<file path="src/design/ipal_pkg.sv">
// Package for the indexed palette register file: bus decode constants,
// table geometry, controller state type and controller/datapath structs.
// No dependencies.
package ipal_pkg;

    // Table geometry; the depth is a power of two from 16 to 4096
    localparam int PAL_ENTRIES = 4096;
    localparam int PAL_ADDR_W  = $clog2(PAL_ENTRIES);
    localparam int LEVEL_W     = 4;
    localparam int ENTRY_W     = 3 * LEVEL_W;
    localparam int INDEX_W     = 12;

    // Bus decode window
    localparam logic [15:0] ADDR_FIRST = 16'hFD30;
    localparam logic [15:0] ADDR_LAST  = 16'hFD34;

    // Register offsets inside the window
    localparam logic [2:0] OFF_IDX_HI = 3'd0;
    localparam logic [2:0] OFF_IDX_LO = 3'd1;
    localparam logic [2:0] OFF_BLUE   = 3'd2;
    localparam logic [2:0] OFF_RED    = 3'd3;
    localparam logic [2:0] OFF_GREEN  = 3'd4;

    // Request kind
    localparam logic REQ_READ  = 1'b0;
    localparam logic REQ_WRITE = 1'b1;

    // Read data patterns
    localparam logic [7:0] RD_UPPER_ONES = 8'hF0;
    localparam logic [7:0] RD_ALL_ONES   = 8'hFF;

    // Configuration registers
    localparam logic       CFG_IDX_VERSION    = 1'b0;
    localparam logic       CFG_IDX_FULL_COLOR = 1'b1;
    localparam logic [1:0] VER_NONE           = 2'd0;
    localparam logic [1:0] VER_WRITE_ONLY     = 2'd1;
    localparam logic [1:0] VER_RESET          = 2'd2;

    typedef enum logic [3:0] {
        ST_CLEAR  = 4'b0001,
        ST_IDLE   = 4'b0010,
        ST_LOOKUP = 4'b0100,
        ST_RESULT = 4'b1000
    } ipal_state_t;

    typedef struct packed {
        logic clear_step;   // write zero at the sweep address, advance
        logic capture;      // latch the request, start the table read
        logic resolve;      // form the result, write back the table
    } ipal_cmd_t;

    typedef struct packed {
        logic clear_last;   // sweep is at the final entry
    } ipal_status_t;

endpackage

</file>
<file path="src/design/ipal_ctrl.sv">
// Controller for the indexed palette: clearing sweep after reset, then
// one request at a time through capture, table lookup and result hold.
// Depends on ipal_pkg.
module ipal_ctrl
    import ipal_pkg::*;
(
    input  logic         clk,
    input  logic         rst_n,
    input  logic         in_valid,
    output logic         in_ready,
    output logic         out_valid,
    input  logic         out_ready,
    input  ipal_status_t status,
    output ipal_cmd_t    cmd
);

    ipal_state_t state_reg;
    ipal_state_t state_next;

    always_comb
    begin
        state_next = state_reg;
        case (state_reg)
            ST_CLEAR:
            begin
                if (status.clear_last)
                begin
                    state_next = ST_IDLE;
                end
            end
            ST_IDLE:
            begin
                if (in_valid)
                begin
                    state_next = ST_LOOKUP;
                end
            end
            ST_LOOKUP:
            begin
                state_next = ST_RESULT;
            end
            ST_RESULT:
            begin
                if (out_ready)
                begin
                    state_next = ST_IDLE;
                end
            end
            default:
            begin
                state_next = ST_CLEAR;
            end
        endcase
    end

    always_ff @(posedge clk or negedge rst_n)
    begin
        if (!rst_n)
        begin
            state_reg <= ST_CLEAR;
        end
        else
        begin
            state_reg <= state_next;
        end
    end

    assign in_ready       = (state_reg == ST_IDLE);
    assign out_valid      = (state_reg == ST_RESULT);
    assign cmd.clear_step = (state_reg == ST_CLEAR);
    assign cmd.capture    = in_ready && in_valid;
    assign cmd.resolve    = (state_reg == ST_LOOKUP);

    a_ready_excl: assert property (@(posedge clk) disable iff (!rst_n)
        !(in_ready && out_valid))
        else $error("input ready while a result is pending");

    a_capture_lookup: assert property (@(posedge clk) disable iff (!rst_n)
        cmd.capture |=> cmd.resolve)
        else $error("accepted request did not enter table lookup");

    a_lookup_result: assert property (@(posedge clk) disable iff (!rst_n)
        cmd.resolve |=> out_valid && !in_ready)
        else $error("lookup did not present a result");

    a_clear_end: assert property (@(posedge clk) disable iff (!rst_n)
        cmd.clear_step && status.clear_last |=> in_ready)
        else $error("clearing sweep did not hand over to idle");

endmodule

</file>
<file path="config.mk">
export PLATFORM = sky130hd
export DESIGN_NAME = ipal_ctrl
export DESIGN_NICKNAME = d
export VERILOG_FILES = /design/src/design/ipal_pkg.sv /design/src/design/ipal_ctrl.sv
export SDC_FILE = /design/constraint.sdc
export NUM_CORES = 1
export LEC_CHECK = 0
export BUFFER_PORTS_ARGS = -buffer_cell sky130_fd_sc_hd__buf_4
export CAP_MARGIN = 20
export CORE_AREA = 2 2 39 41
export DETAILED_ROUTE_END_ITERATION = 10
export DIE_AREA = 0 0 41 43
export PLACE_DENSITY = 0.38
export SETUP_SLACK_MARGIN = 0.15
export SYNTH_ARGS = -nofsm -noshare
export SYNTH_HDL_FRONTEND = slang
export SYNTH_SLANG_ARGS = --single-unit
</file>
<file path="constraint.sdc">
create_clock -name clk -period 3.2 [get_ports clk]
set_input_delay 0.64 -clock clk [delete_from_list [all_inputs] [get_ports clk]]
set_output_delay 0.64 -clock clk [all_outputs]
set_load 0.03 [all_outputs]
</file>
==> out/qor.yml <==
run_status:
  status: "complete, no violations"
drt:
  first_pass_iters: 2
  drtIter0Drc: 3
  wl_per_cell_um: 9.71
  drt-total-wl_um: 466
  drt-met1-wl_um: 163
  wl_met3_um: 26
  vias_per_cell: 4.06
  top_layer: "met4"
  drcViolationCount: 0
  drtAntennaViolNets: 0
  routed-wl-met2_um: 270
  vias: 195
yosys:
  synth_fp_nets: 24
  synth_seq_cells: 4
  synthTopCellsByArea: "dfrtp_1 33%, nor4b_2 13%, dfstp_2 11%"
  ys_seq_area_share_pct: 44.3
  syn_inst: 19
  synth_top_area_share_pct: 32.8
  synth.cell_area_um2: 229
  avgSynthCellArea_um2: 12.1
  yosysWarnings: 0
  netlist-cell-type-count: 13
  yosysTopAreaCell: "dfrtp_1"
worst_setup_path:
  critPathKind: "reg2out"
  crit_buf_inv: 1
  cp_max_fo: 5
  r2r_setup_slack_ns: 2.07
  reg2regPathDepth: 3
  crit_path_top_delay_cell: "dfrtp_1"
  max_stage_delay_ns: 0.44
  crit_chain: "nor4b_4 > and2_1 > buf_4"
  arrival_ns: 1.42
  cpLargestDelayFamily: "simple AND/OR/NAND/NOR gates"
  critPathRequiredTime_ns: 2.56
  crit_path_end_kind: "output pin"
  r2r_end: "state_reg[1]"
  startpoint_type: "flip-flop"
  r2r_start: "state_reg[3]"
layout:
  largest_reg_flops: 4
  layout_commonest_cell: "buf_4"
  fillers: 161
  drive_gt1_share_pct: 53.1
  area_growth_pct: 49.7
  layout_common_cells: "9 x buf_4, 3 x clkbuf_4, 3 x dfrtp_1"
  antennaDiodeCount: 0
  nNetsFinal: 38
flow_run:
  maxCapViolations: 0
clocking:
  cts_buffers: 3
  clkSlewWorstSetupHoldPaths_ns: 0.04
  cts_tree: "done"
  cts_sinks: 4
  ctsHtreeMaxLevel: 1
  post_cts_buffers: 0
  cts_hold_buf: 0
  cts_buffer_depth: 2
  worstSkewPairLatency_ns: 0.24
  cts_resized: 0
  root_buffer: "clkbuf_4"
pwr:
  leakagePower_nw: 0.159
  powerDensity_nw_per_um2: 792
  total_power_uw: 271
  ir_worst_vdd_v: 0.000220
floorplan:
  num_rows: 14
  coreArea_um2: 1380
  io-pin-count: 10
  start_util_pct: 16.5
  die_x_um: 41
  chipHeight_um: 43
  die-area_um2: 1760
timing:
  period_share_pct: 64.5
  worst_pin_slew_ns: 0.410
  fin_worst_skew_ns: 0.00634
  period_needed_ns: 2.06
  report.final.slew_viol_count: 0
  max_freq_mhz: 485
  slew-limit-headroom_pct: 72.3
  setup_viol: 0
  hold_viol_final: 0
  rsz0062_at_grt: "false"
  finalSetupTns_ns: 0
global_route:
  grt_usage_pct: 7.27
  antenna_found_initial: 0
  grt_pass1_vias: 209
  grt-ovfl-total: 0
  grt_pass1_wl_um: 772
  grt_max_degree: 6
placed_design:
  numPortBuffers: 9
  globalplace.congestion: 0.644
worst_hold_path:
  holdCritPathClass: "in2async"
cells by family (layout without fill, tap and decap cells):
| logic type | after synthesis | after routing | share of synthesized area [%] |
|---|---|---|---|
| compound gates | 3 | 3 | 10.4 |
| simple gates | 9 | 9 | 38.2 |
| flops | 4 | 4 | 44.3 |
| buf+inv | 2 | 15 | 3.28 |
| xor+xnor | 1 | 1 | 3.83 |
report_power, final:
group	switching [mW]	total, mW	internal (mW)
sequential	0.0257	0.0952	0.0694
combinational	0.0565	0.107	0.0506
clock	0.0222	0.0691	0.0469
total	0.104	0.271	0.167
metrics by stage:
step	hold WS [ns]	instances	utilization (%)	setup WS, ns	cell area [um^2]
floorplan	0.344	19	-	0.976	229
global placement	0.439	44	22.9	1.42	317
detailed placement	0.438	44	22.9	1.39	317
CTS	0.175	48	24.8	1.11	343
global route	0.172	48	24.8	1.05	343
finish	0.188	48	24.8	1.14	343
synth_stat cells:
master / instances
nand2_1: 2
dfstp_2: 1
a211oi_1: 1
a22oi_1: 1
nor4b_1: 1
nor3_1: 1
nor4b_2: 2
and2_1: 2
dfrtp_1: 3
a21o_2: 1
inv_1: 2
xnor2_1: 1
nor4b_4: 1
worst max-delay path by stage:
stage	endpoint	slack (ns)	start	depth (start not counted)
after floorplan	cmd[0]	0.98	state_reg[1]	1
after global placement	cmd[1]	1.42	state_reg[3]	3
after detailed placement	cmd[1]	1.39	state_reg[3]	3
after CTS	cmd[1]	1.11	state_reg[3]	3
after global routing	cmd[1]	1.05	state_reg[3]	3
final	cmd[1]	1.14	state_reg[3]	3
per-layer routing:
metal	GRT usage (%)	vias to the layer above
met5	0	-
met4	8.00	0
met3	4.71	2
met2	10.6	5
met1	5.56	92
li1	-	96
area by class of cell:
cell class / count / area (um^2) / share of cell area, %
Sequential cell: 4 / 101 / 29.6
Timing Repair Buffer: 9 / 67.6 / 19.7
Inverter: 2 / 7.51 / 2.19
Tap cell: 16 / 20.0 / 5.84
Clock buffer: 4 / 26.3 / 7.66
Multi-Input combinational cell: 13 / 120 / 35.0
(Power assumes the default switching activity.)
